===== config.mk =====
export PLATFORM = sky130hd
export DESIGN_NAME = f2d_walk
export DESIGN_NICKNAME = d
export VERILOG_FILES = /design/src/rtl/core/f2d_pkg.sv /design/src/rtl/core/f2d_walk.sv
export SDC_FILE = /design/constraint.sdc
export NUM_CORES = 1
export LEC_CHECK = 0
export BUFFER_PORTS_ARGS = -buffer_cell sky130_fd_sc_hd__buf_4
export CORE_MARGIN = 2
export CORE_UTILIZATION = 60
export DETAILED_ROUTE_END_ITERATION = 7
export GPL_TIMING_DRIVEN = 0
export PLACE_DENSITY = 0.85
export SLEW_MARGIN = 0
export SYNTH_ARGS = -nofsm -noshare
export SYNTH_HDL_FRONTEND = slang
export SYNTH_SLANG_ARGS = --single-unit

===== constraint.sdc =====
create_clock -name clk_i -period 10.7 [get_ports clk_i]
set_input_delay 0 -clock clk_i [delete_from_list [all_inputs] [get_ports clk_i]]
set_output_delay 0 -clock clk_i [all_outputs]
set_load 0.01 [all_outputs]

===== src/rtl/core/f2d_pkg.sv =====
// shared constants and types of the two-dimensional fenwick range-sum block
package f2d_pkg;

  localparam int unsigned MAX_ROWS = 64;
  localparam int unsigned MAX_COLS = 64;

  // request field widths
  localparam int unsigned REQ_W   = 2;
  localparam int unsigned COORD_W = 6;
  localparam int unsigned VAL_W   = 32;
  localparam int unsigned SUM_W   = 48;
  localparam int unsigned CFG_W   = 7;
  localparam int unsigned CFG_IDX_W = 1;

  // node index widths: a count up to the size, one more bit for the upward walk
  localparam int unsigned ROW_W  = $clog2(MAX_ROWS);
  localparam int unsigned COL_W  = $clog2(MAX_COLS);
  localparam int unsigned RCNT_W = $clog2(MAX_ROWS + 1);
  localparam int unsigned CCNT_W = $clog2(MAX_COLS + 1);
  localparam int unsigned RIDX_W = RCNT_W + 1;
  localparam int unsigned CIDX_W = CCNT_W + 1;

  // node store, row-major with a power-of-two row pitch
  localparam int unsigned DEPTH  = MAX_ROWS * MAX_COLS;
  localparam int unsigned ADDR_W = ROW_W + COL_W;

  localparam int unsigned IN_DATA_W  = 4 * COORD_W + VAL_W;
  localparam int unsigned OUT_DATA_W = SUM_W;

  typedef enum logic [REQ_W-1:0] {
    REQ_ADD  = 2'd0,
    REQ_SET  = 2'd1,
    REQ_RECT = 2'd2,
    REQ_CELL = 2'd3
  } req_e;

  localparam logic [CFG_IDX_W-1:0] CFG_ROWS = 1'd0;
  localparam logic [CFG_IDX_W-1:0] CFG_COLS = 1'd1;

  // command to the index walker
  typedef struct packed {
    logic               start;
    logic               up;
    logic [COORD_W-1:0] row;
    logic [COORD_W-1:0] col;
  } walk_cmd_t;

  // one node address per cycle from the walker
  typedef struct packed {
    logic              valid;
    logic              last;
    logic [ADDR_W-1:0] addr;
  } walk_out_t;

endpackage


===== src/rtl/core/f2d_walk.sv =====
// fenwick index walker: steps (i, j) down for prefix sums or up for node updates
module f2d_walk (
  input  logic                       clk_i,
  input  logic                       rst_ni,
  input  f2d_pkg::walk_cmd_t         cmd_i,
  input  logic [f2d_pkg::RCNT_W-1:0] rows_i,
  input  logic [f2d_pkg::CCNT_W-1:0] cols_i,
  output f2d_pkg::walk_out_t         walk_o
);
  import f2d_pkg::*;

  logic              busy_q, busy_d;
  logic              up_q, up_d;
  logic [RIDX_W-1:0] i_q, i_d;
  logic [CIDX_W-1:0] j_q, j_d;
  logic [CIDX_W-1:0] j0_q, j0_d;

  logic [RIDX_W-1:0] lb_i, i_nxt, i_m1;
  logic [CIDX_W-1:0] lb_j, j_nxt, j_m1;
  logic              i_done, j_done;

  always_comb begin
    lb_i  = i_q & (~i_q + RIDX_W'(1));
    lb_j  = j_q & (~j_q + CIDX_W'(1));
    i_nxt = up_q ? (i_q + lb_i) : (i_q - lb_i);
    j_nxt = up_q ? (j_q + lb_j) : (j_q - lb_j);
    i_done = up_q ? (i_nxt > RIDX_W'(rows_i)) : (i_nxt == '0);
    j_done = up_q ? (j_nxt > CIDX_W'(cols_i)) : (j_nxt == '0);
    i_m1  = i_q - RIDX_W'(1);
    j_m1  = j_q - CIDX_W'(1);
  end

  assign walk_o.valid = busy_q;
  assign walk_o.last  = busy_q & i_done & j_done;
  assign walk_o.addr  = {i_m1[ROW_W-1:0], j_m1[COL_W-1:0]};

  always_comb begin
    busy_d = busy_q;
    up_d   = up_q;
    i_d    = i_q;
    j_d    = j_q;
    j0_d   = j0_q;
    if (cmd_i.start) begin
      busy_d = 1'b1;
      up_d   = cmd_i.up;
      i_d    = RIDX_W'(cmd_i.row) + RIDX_W'(1);
      j_d    = CIDX_W'(cmd_i.col) + CIDX_W'(1);
      j0_d   = CIDX_W'(cmd_i.col) + CIDX_W'(1);
    end else if (busy_q) begin
      if (j_done) begin
        // row of the walk finished, move to the next row node
        j_d = j0_q;
        i_d = i_nxt;
        if (i_done) begin
          busy_d = 1'b0;
        end
      end else begin
        j_d = j_nxt;
      end
    end
  end

  always_ff @(posedge clk_i or negedge rst_ni) begin
    if (!rst_ni) begin
      busy_q <= 1'b0;
    end else begin
      busy_q <= busy_d;
    end
  end

  always_ff @(posedge clk_i) begin
    up_q <= up_d;
    i_q  <= i_d;
    j_q  <= j_d;
    j0_q <= j0_d;
  end

endmodule


==> summary.md <==
| Metric | Value |
|---|---|
| Outcome | `completed` |
| DRT iter0 DRCs | `152` |
| Worst hold endpoint | `j0_q[0]` |
| Final Critical Period | `5.244 ns` |
| Syn_nets | `370` |
| GPL Wtd Cong | `0.8486` |
| Largest area contributor in the netlist | `edfxtp_1` |
| CP most frequent cell | `clkbuf_1` |
| Routed WL | `5.375 mm` |
| H-tree Lvls | `1` |
| Initial antenna violation count | `0` |
| Final cycle utilization of the critical path | `0.4901` |
| Synth cell types | `between 50 and 60` |
| Post-layout util | `0.7241` |
| Post-DR wirelength/cell | `about 13 um` |
| Die Y | `71.07 um` |
| HP Class | `in2reg` |
| Core ar. | `0.004354 sq mm` |
| Placement Cell Area | `0.003087 sq mm` |
| Setup bufs post-CTS | `0` |
| RSZ-0062 raised after global routing | `no` |
| CTS Sinks | `25` |
| WP data arrival | `approximately 5.1 ns` |
| Reg-to-Reg End | `i_q[7]` |
| Worst skew pair latency | `0.26 ns` |
| CTS buffer count | `3` |
| Final hold vios | `0` |
| CP endpoint kind | `register` |
| Worst reg2reg path depth | `16` |
| Maximum number of pins on one net before global-route repair | `15` |
| CTS tree | `built` |
| CTS Hold Buffers Added | `2` |
| Crit path cell chain | `clkbuf_1 > clkbuf_1 > nor2_1 > xnor2_1 > ha_1 > nor2b_1 > o21a_1 > o21a_1 > o311ai_2 > ha_1 > nand4_1 > o211ai_1 > a21oi_1 > clkbuf_1 > nor2_1 > o21ai_0` |
| CP top delay family | `compound AO/OA/AOI/OAI gates` |
| Port bufs | `43` |
| Overall global routing resource usage | `0.2284` |
| Worst EP required | `between 10 and 15 ns` |
| Sequential share of the synthesized area | `0.2763` |
| Number of flops mapped to enable cells by yosys | `24` |
| Post-synthesis instance total | `306` |
| Die width | `71.07 um` |
| Vias in the first global route | `2216` |
| Layout filler cell count | `324` |
| Layout area overhead | `16.83%` |
| Nets@finish | `420` |
| Measured slew at the worst slew-check pin | `0.9922 ns` |
| Commonest non-fill, non-tap cell in the layout | `buf_4` |
| Starting Density | `0.6198` |
| CP bufs+invs | `3` |
| Worst path depth | `16` |
| Max-slew headroom | `0.3315` |
| Worst path slowest cell | `o21ai_0` |
| #FFs+latches synth | `25` |
| Crit path launch type | `register` |
| N_diodes | `0` |
| First-pass GRT wire length | `about 9.5 mm` |
| Hold Slack | `roughly 0.015 ns` |
| Final instance area | `0.003153 sq mm` |
| Largest stage delay, worst path | `around 0.80 ns` |
| Post-Route Setup TNS | `0 ns` |
| Share of the synthesized area in the top cell type | `0.2670` |
| FP Rows | `24` |
| Number of I/O pins | `44` |
| Reg area | `about 750 sq um` |
| Max Cap Viol | `0` |
| Die area | `0.005050 sq mm` |
| Hold path start | `cmd_i[0]` |
| Root Driver | `clkbuf_8` |
| Max Transition Viols Final | `0` |
| Syn avg cell area | `8.820 sq um` |
| Clock slew at reported path FFs | `0.08 ns` |
| Most frequent cells in the layout | `buf_4 (44), ha_1 (32), inv_1 (31)` |
| Drt first pass iters | `4` |
| Reg2reg setup slack | `5.46 ns` |
| Multi-input gate area | `0.001803 sq mm` |
| Ys async rst share | `0.04000` |
| Synthesized cell area | `~0.0027 sq mm` |
| Synth top area cells | `edfxtp_1 (27%), ha_1 (15%), xnor2_1 (7.1%), inv_1 (4.3%), xor2_1 (4.2%)` |
| Total grt overflow | `0` |
| WS Path Type | `reg2reg` |
| Hold Crit Depth | `2` |
| Setup violators final | `0` |
| DRT antenna net count | `0` |
| DRC Markers | `0` |
| Layout cell share with drive strength beyond 1 | `0.1718` |
| Clock buffer depth | `2` |
| Clock skew | `about 0.0036 ns` |
| Vias | `2322` |
| Achievable frequency | `0.1907 GHz` |
| CP Max Fanout | `10` |
| Yosys warning total | `0` |
| DR vias/cell | `5.705` |
| CTS resizes | `0` |
| Detail Placement HPWL | `4.411 mm` |
| Worst R2R Start | `up_q` |
| Primary FF master, synth | `edfxtp_1` |
per-layer routing:
layer,up-vias,part of all wire,global-route usage
met2,73,0.46,0.3821
met1,1038,0.47,0.3218
met3,7,0.055,0.01852
li1,1204,-,-
met4,0,0.0082,0.05870
met5,-,0,0
area by class of cell:
type | instances | share of cell area
Multi-Input combinational cell | 242 | 0.5718
Sequential cell | 25 | 0.2365
Timing Repair Buffer | 45 | 0.1087
Inverter | 32 | 0.03810
Tap cell | 52 | 0.02063
Clock buffer | 3 | 0.01310
Buffer | 7 | 0.009524
Clock inverter | 1 | 0.001587
worst max-delay path by stage:
stage | start | end | slack, ns
finish | up_q | i_q[7] | 5.46
global route | up_q | i_q[0] | 4.98
CTS | up_q | i_q[7] | 5.45
detailed placement | up_q | i_q[0] | 5.50
global placement | up_q | i_q[0] | 5.62
floorplan | j_q[0] | i_q[0] | 6.15
Yosys cell counts (2+ instances only):
cell type  instances
a211oi_1           4
xnor2_1           22
xor2_1            13
o21ai_0           17
or3_1              4
nor2b_1            2
a31oi_1            9
nand3_1           15
o211ai_1           4
fa_1               2
inv_1             31
o21a_1             2
edfxtp_1          24
o22ai_1            3
nand4_1            2
nor3_2             2
nand2b_1           7
clkbuf_1           6
nand4b_1           2
or3b_2             2
and3_1             2
nor3_1             7
nand2_1           16
nor2_1            29
a21o_1             5
ha_1              32
mux2i_1            2
a21oi_1           17
per-stage QoR:
step | cells | setup slack, ns
final | 407 | 5.456
after global routing | 407 | 4.979
after CTS | 407 | 5.445
after detailed placement | 401 | 5.495
after global placement | 401 | 5.618
after floorplan | 306 | 6.153
worst register-to-register path, cell delays in order, from the launching register on:
cell      delay, ns
edfxtp_1       0.32
clkbuf_1       0.38
clkbuf_1       0.45
nor2_1         0.13
xnor2_1        0.15
ha_1           0.33
nor2b_1        0.16
o21a_1         0.20
o21a_1         0.21
o311ai_2       0.43
ha_1           0.33
nand4_1        0.10
o211ai_1       0.09
a21oi_1        0.32
clkbuf_1       0.33
nor2_1         0.14
o21ai_0        0.80
flip-flops by register name, summed over array words and instances (netlist names):
| name | count |
|---|---|
| i_q | 8 |
| j0_q | 7 |
| busy_q | 1 |
| j_q | 8 |
| up_q | 1 |
kinds of logic after synthesis:
group,share of synthesized area
simple gates,0.1943
compound gates,0.1720
buf+inv,0.05563
xor+xnor,0.1312
fa+ha+maj,0.1632
flops,0.2763
mux,0.007418
Power is left out: the tool's default activity adds up to more than one toggle a clock period on the data nets, which glitch-free logic cannot reach.
