--- src/rtl/core/f2d_pkg.sv ---
// shared constants and types of the two-dimensional fenwick range-sum block
package f2d_pkg;

  localparam int unsigned MAX_ROWS = 64;
  localparam int unsigned MAX_COLS = 64;

  // request field widths
  localparam int unsigned REQ_W   = 2;
  localparam int unsigned COORD_W = 6;
  localparam int unsigned VAL_W   = 32;
  localparam int unsigned SUM_W   = 48;
  localparam int unsigned CFG_W   = 7;
  localparam int unsigned CFG_IDX_W = 1;

  // node index widths: a count up to the size, one more bit for the upward walk
  localparam int unsigned ROW_W  = $clog2(MAX_ROWS);
  localparam int unsigned COL_W  = $clog2(MAX_COLS);
  localparam int unsigned RCNT_W = $clog2(MAX_ROWS + 1);
  localparam int unsigned CCNT_W = $clog2(MAX_COLS + 1);
  localparam int unsigned RIDX_W = RCNT_W + 1;
  localparam int unsigned CIDX_W = CCNT_W + 1;

  // node store, row-major with a power-of-two row pitch
  localparam int unsigned DEPTH  = MAX_ROWS * MAX_COLS;
  localparam int unsigned ADDR_W = ROW_W + COL_W;

  localparam int unsigned IN_DATA_W  = 4 * COORD_W + VAL_W;
  localparam int unsigned OUT_DATA_W = SUM_W;

  typedef enum logic [REQ_W-1:0] {
    REQ_ADD  = 2'd0,
    REQ_SET  = 2'd1,
    REQ_RECT = 2'd2,
    REQ_CELL = 2'd3
  } req_e;

  localparam logic [CFG_IDX_W-1:0] CFG_ROWS = 1'd0;
  localparam logic [CFG_IDX_W-1:0] CFG_COLS = 1'd1;

  // command to the index walker
  typedef struct packed {
    logic               start;
    logic               up;
    logic [COORD_W-1:0] row;
    logic [COORD_W-1:0] col;
  } walk_cmd_t;

  // one node address per cycle from the walker
  typedef struct packed {
    logic              valid;
    logic              last;
    logic [ADDR_W-1:0] addr;
  } walk_out_t;

endpackage

--- src/rtl/core/f2d_alu.sv ---
// shared 48-bit add/subtract unit for prefix accumulation, node update and set delta
module f2d_alu (
  input  logic [f2d_pkg::SUM_W-1:0] a_i,
  input  logic [f2d_pkg::SUM_W-1:0] b_i,
  input  logic                      sub_i,
  output logic [f2d_pkg::SUM_W-1:0] y_o
);
  import f2d_pkg::*;

  logic [SUM_W-1:0] b_op;

  // two's complement subtract through inverted operand and carry in
  assign b_op = sub_i ? ~b_i : b_i;
  assign y_o  = a_i + b_op + SUM_W'(sub_i);

endmodule

--- config.mk ---
export PLATFORM = sky130hd
export DESIGN_NAME = f2d_alu
export DESIGN_NICKNAME = d
export VERILOG_FILES = /design/src/rtl/core/f2d_pkg.sv /design/src/rtl/core/f2d_alu.sv
export SDC_FILE = /design/constraint.sdc
export NUM_CORES = 1
export LEC_CHECK = 0
export BUFFER_PORTS_ARGS = -buffer_cell sky130_fd_sc_hd__buf_2
export CAP_MARGIN = 5
export CORE_AREA = 2 2 89 91
export DETAILED_ROUTE_END_ITERATION = 10
export DIE_AREA = 0 0 91 93
export PLACE_DENSITY = 0.79
export SYNTH_ARGS = -nofsm -noshare
export SYNTH_HDL_FRONTEND = slang
export SYNTH_SLANG_ARGS = --single-unit
export TNS_END_PERCENT = 5
--- constraint.sdc ---
create_clock -name vclk -period 5
set_clock_uncertainty 0.05 [all_clocks]
set_input_delay 1 -clock vclk [all_inputs]
set_output_delay 1 -clock vclk [all_outputs]
set_load 0.02 [all_outputs]
==> metrics.md, run 1 <==
| Metric | Value |
|---|---|
| Outcome | complete, but fails checks |
| Failing checks | setup timing |
| Synth cell count leaders | xor2_1, ha_1, a21oi_1 |
| # hold bufs at CTS | 0 |
| HP Class | in2out |
| Number of global-route vias before repair | 3858 |
| Slew @ Worst Pin | 0.6294 ns |
| Rows | 32 |
| Gr usage total | 22.72% |
| Syn. warnings | 0 |
| Pleak | 2.343 nW |
| Met2 wire len | around 5300 µm |
| Fin area | 0.004639 mm² |
| Max Used Layer | met4 |
| Critical Path AT | 3.98 ns |
| Vias per std cell | ~5.5 |
| Final count of negative-setup-slack endpoints | 1 |
| Rel. slew slack | 57.71% |
| Net count, final | 790 |
| Ant diodes | 0 |
| Critical path peak fanout | 11 |
| P&R area growth vs syn | 39.40% |
| Crit-path cells | clkbuf_4 > buf_12 > xor2_2 > ha_1 > and4_1 > and2_1 > a22o_1 > or4_4 > a21o_4 > o211ai_4 > nor3_2 > or3b_1 > buf_2 |
| Core ar. | 0.007527 mm² |
| Final WS setup | -0.02842 ns |
| Max VDD drop | 0.1399 mV |
| CLK BUF | 0 |
| Synth Instances | 473 |
| Die span in y | 93 µm |
| Initial antenna violation count | 0 |
| Most frequent cell after synthesis | xor2_1 |
| Pin count of the biggest net entering global routing | 22 |
| Mean routed wirelength per cell | 14.18 µm |
| Worst Path Required | around 4.0 ns |
| Non-Filler Instances | between 700 and 800 |
| Seq/Total Area, Yosys | 0% |
| Final Hold Viols | 0 |
| CP max stage cell | or4_4 |
| Dpl cells | 743 |
| Syn_nets | between 600 and 700 |
| Die Width | 91 µm |
| DIE AREA | 0.008463 mm² |
| Seq Cell Count | 0 |
| Netlist cell types | 56 |
| RSZ-0062 raised after global routing | true |
| Port bufs | 145 |
| DRC viols | 0 |
| First-pass GRT wire length | ~17000 µm |
| Critical path class | in2out |
| Startpoint types | primary input |
| CP max stage delay | 0.51 ns |
| Iteration-0 DRC count of the detailed router | 210 |
| Starting Density | 44.22% |
| DR WL met3 | 558 µm |
| Metal1 wirelength | 4569 µm |
| Avg Cell Area, Syn | 7.036 µm² |
| Max-cap violations | 0 |
| Layout cells sized above 1 | roughly 36% |
| Register area | 0 µm² |
| Crit end category | primary output |
| Slew Limit Fails | 0 |
| Antenna Nets Post-Route | 0 |
| Period utilization | 100.6% |
| Place WS | -0.1815 ns |
| Fmax | 0.1989 GHz |
| TritonRoute pass-1 iters | 4 |
| Gpl congestion | 0.9201 |
| Vias | 4122 |
| Yosys top cell area share | 18.42% |
| Mapped cell area | 0.003328 mm² |
| Top post-synthesis cells by area | ha_1, xor2_1, xnor2_1, a21oi_1, a21o_1 |
| Post-DP HPWL | 8850 µm |
| Min Clock Period, post-route | 5.028 ns |
| Pwr per Cell Area | 236.6 mW/mm² |
| I/O Pins | about 150 |
| WL final | between 10000 and 15000 µm |
| Area post-placement | approximately 0.0045 mm² |
| Core Util, Final | 61.64% |
| GRT overflow | 0 |
| Post-synth top area cell | ha_1 |
-- repair_timing --
item / in CTS / in global routing
endpoints found under the hold margin: 0 / 0
resized for setup: 13 / 23
buffers inserted: 0 / 0
pin swaps: 2 / 4
endpoints found under the setup margin: 9 / 17
-- report_power, final --
part	switching, mW	internal (mW)	total [mW]
clock network	0	0	0
logic	0.635	0.463	1.10
registers	0	0	0
-- layout make-up --
type	instances	area (µm²)
multi-input cells	429	3318
fillers	708	2888
repair buffers	194	1126
well taps	102	127.6
inverters	18	67.56
-- cells in the final DEF, fill, tap and decap left out, types with 4 or more instances in the layout --
cell type	count
a211o_1	4
o21a_1	6
nor2b_1	4
nand2_1	35
and2_1	8
nor3_1	8
buf_2	142
o21ai_0	17
a21oi_2	8
nand3_1	16
xnor2_1	31
xor2_1	56
buf_4	49
nor2_1	25
nand2b_1	4
a21oi_1	36
inv_1	18
a21o_1	26
o21bai_1	10
nand4_1	12
ha_1	48
o211ai_1	4
-- logic make-up after synthesis --
group / share of synthesized area [%]
simple gates: 20.19
xor+xnor: 23.68
compound gates: 31.24
mux: 0.9023
fa+ha+maj: 19.02
buf+inv: 4.962
-- worst max-delay path: cells and delay by family --
family / cells / cell delay, ns
compound gates: 3 / 0.69
xor+xnor: 1 / 0.18
fa+ha+maj: 1 / 0.31
buf+inv: 3 / 0.49
simple gates: 5 / 1.29
-- final timing paths --
kind / from / end / slack (ns) / cells after the start
worst min-delay path: a_i[0] / y_o[0] / 2.26 / 3
worst max-delay path: sub_i / y_o[44] / -0.03 / 13
-- metrics by stage --
step	TNS (ns)	hold slack, ns	power (mW)
final	-0.02842	2.264	1.098
after global routing	-0.5613	2.278	1.185
after CTS	-0.03255	2.268	1.067
after detailed placement	-0.8303	2.256	1.050
after global placement	-0.2128	2.251	1.035
after floorplan	0	2.074	0.6923
-- metal layers --
layer  up-vias  track usage, %
met5         -               0
li1       2067               -
met3        15           1.209
met1      1892           29.38
met4         0           4.167
met2       148           42.04
(Power assumes the default switching activity.)
==> inputs of run 2 (changes only) <==
ABC_CLOCK_PERIOD_IN_PS = 5000   (was default)
SETUP_SLACK_MARGIN = 0.2   (was default)
==> run 2 against run 1 <==
  * Final cell count is 4.0% higher
  * First-iteration DRC count fell by 4.8%
  * Design area up 7.8%
  * Non-clock buffer count up 30
  * Sequential cell count is the same
  * Die area unchanged
  * Count of clock-buffer cells in the layout did not move
  * Worst setup slack improved by 0.17 ns
  * Largest power group unchanged
  * Routed wire length up 6.4%
  * Hold slack improved by 0.046 ns
  * Via count is 3.9% higher
  * Total power increased by 6.7%
  * The run now ends clean
==> metrics.md, run 2 (synthesis gave the netlist of run 1 again) <==
| Metric | Value |
|---|---|
| WL final | 11210 µm (+6.4%) |
| Period utilization | 97.20% (-3.4 points) |
| Antenna Nets Post-Route | 0 (unchanged) |
| Hold Path Stages | 3 (unchanged) |
| Core Util, Final | 66.44% (+4.8 points) |
| Layout cells sized above 1 | 40.69% (+4.5 points) |
| Number of global-route vias before repair | 4252 (+10%) |
| Final count of negative-setup-slack endpoints | 0 (-1) |
| Seq Cell Count | 0 (unchanged) |
| Area post-placement | 0.004609 mm² (+3.0%) |
| Critical path peak fanout | 6 (-5) |
| Max VDD drop | 0.1300 mV (-7.1%) |
| Pwr per Cell Area | 234.2 mW/mm² (-1.0%) |
| Port bufs | 145 (unchanged) |
| # hold bufs at CTS | 0 (unchanged) |
| Slew Limit Fails | 0 (unchanged) |
| Rows | 32 (unchanged) |
| Startpoint types | primary input |
| HP Class | in2out |
| Register area | 0 µm² (unchanged) |
| Die span in y | 93 µm (unchanged) |
| Final Hold Viols | 0 (unchanged) |
| CLK BUF | 0 (unchanged) |
| Starting Density | 44.22% (unchanged) |
| Iteration-0 DRC count of the detailed router | 200 (-4.8%) |
| Pwr Total | 1.171 mW (+6.7%) |
| Rel. slew slack | 64.28% (+6.6 points) |
| Min Clock Period, post-route | 4.860 ns (-0.1683 ns) |
| Dpl cells | 761 (+2.4%) |
| Initial antenna violation count | 0 (unchanged) |
| Net count, final | 820 (+3.8%) |
| TritonRoute pass-1 iters | 4 (unchanged) |
| Gpl congestion | 0.9195 (about the same) |
| Outcome | finished clean |
| Gr usage total | 24.74% (+2.0 points) |
| RSZ-0062 raised after global routing | true |
| Post-DP HPWL | 9004 µm (+1.7%) |
| Worst Path Required | 3.95 ns (about the same) |
| Fin Setup TNS | 0 ns (+0.02842 ns) |
| DIE AREA | 0.008463 mm² (unchanged) |
| Pleak | 2.532 nW (+8.1%) |
| I/O Pins | 145 (unchanged) |
| Slew @ Worst Pin | 0.5317 ns (-0.09770 ns) |
| Ant diodes | 0 (unchanged) |
| Filler cells | 684 (-3.4%) |
| Max-cap violations | 0 (unchanged) |
| Commonest non-fill, non-tap cell in the layout | buf_2 |
| Core ar. | 0.007527 mm² (unchanged) |
| Fmax | 0.2058 GHz (+3.5%) |
| P&R area growth vs syn | 50.26% |
| Vias | 4282 (+3.9%) |
| GRT overflow | 0 (unchanged) |
| Fin area | 0.005001 mm² (+7.8%) |
| Die Width | 91 µm (unchanged) |
| DRC viols | 0 (unchanged) |
| Most frequent cells in the layout | buf_2, buf_4, xor2_1 |
| Critical path class | in2out |
| Critical Path AT | 3.81 ns (-0.17 ns) |
| Non-Filler Instances | 773 (+4.0%) |
| Crit end category | primary output |
| First-pass GRT wire length | 18290 µm (+9.0%) |
| Pin count of the biggest net entering global routing | 17 (-23%) |
| Vias per std cell | 5.539 (-0.15%) |
| Mean routed wirelength per cell | 14.50 µm (+2.3%) |
## run 2: cell types whose count changed in the layout (fill, tap and decap cells not counted), moves of 2 or more
cell,change
buf_4,+28
a21oi_2,-3
buf_2,-3
buf_6,+3
a21oi_4,+2
o21ai_1,-2
## run 2: area by class of cell
type,count,area [µm²],area share [%]
inverter,18,67.56,1.351
multi-input combinational,429,3396,67.90
tap,102,127.6,2.552
timing repair buffer,224,1410,28.20
## run 2: final timing paths
check,startpoint,to,slack [ns]
hold / removal,a_i[0],y_o[0],2.31
setup / recovery,sub_i,y_o[44],0.14
## run 2: power by group
| group | internal (mW) | switching, mW |
|---|---|---|
| Clock | 0 | 0 |
| Sequential | 0 | 0 |
| Combinational | 0.510 | 0.661 |
## run 2: repair_timing
action | 4_1_cts | 5_1_grt
setup endpoints to repair | 24 | 23
resized for setup | 41 | 23
cloned | 1 | 0
pin swaps | 23 | 24
buffers inserted | 7 | 4
## run 2: through the flow
stage	setup slack (ns)	hold slack, ns
after floorplan	0.05826	2.074
after global placement	-0.1372	2.259
after detailed placement	-0.3155	2.275
after CTS	0.1024	2.308
after global routing	0.05255	2.318
final	0.1399	2.310
## run 2: worst max-delay path: stages
cell and delay (ns):
buf_12 0.12, buf_6 0.11, xor2_1 0.13, ha_1 0.31, and4_1 0.21, and2_1 0.13, a22o_1 0.23, or4_4 0.52
a21o_4 0.23, o211ai_4 0.23, nor3_2 0.07, or3b_4 0.37, buf_6 0.14
## run 2: layer usage
metal | vias up | track usage (%) | wire [µm]
met5 | - | 0 | 0
met4 | 0 | 3.788 | 160
met3 | 16 | 1.531 | 571
met2 | 158 | 47.28 | 5646
met1 | 1980 | 30.97 | 4832
li1 | 2128 | - | -
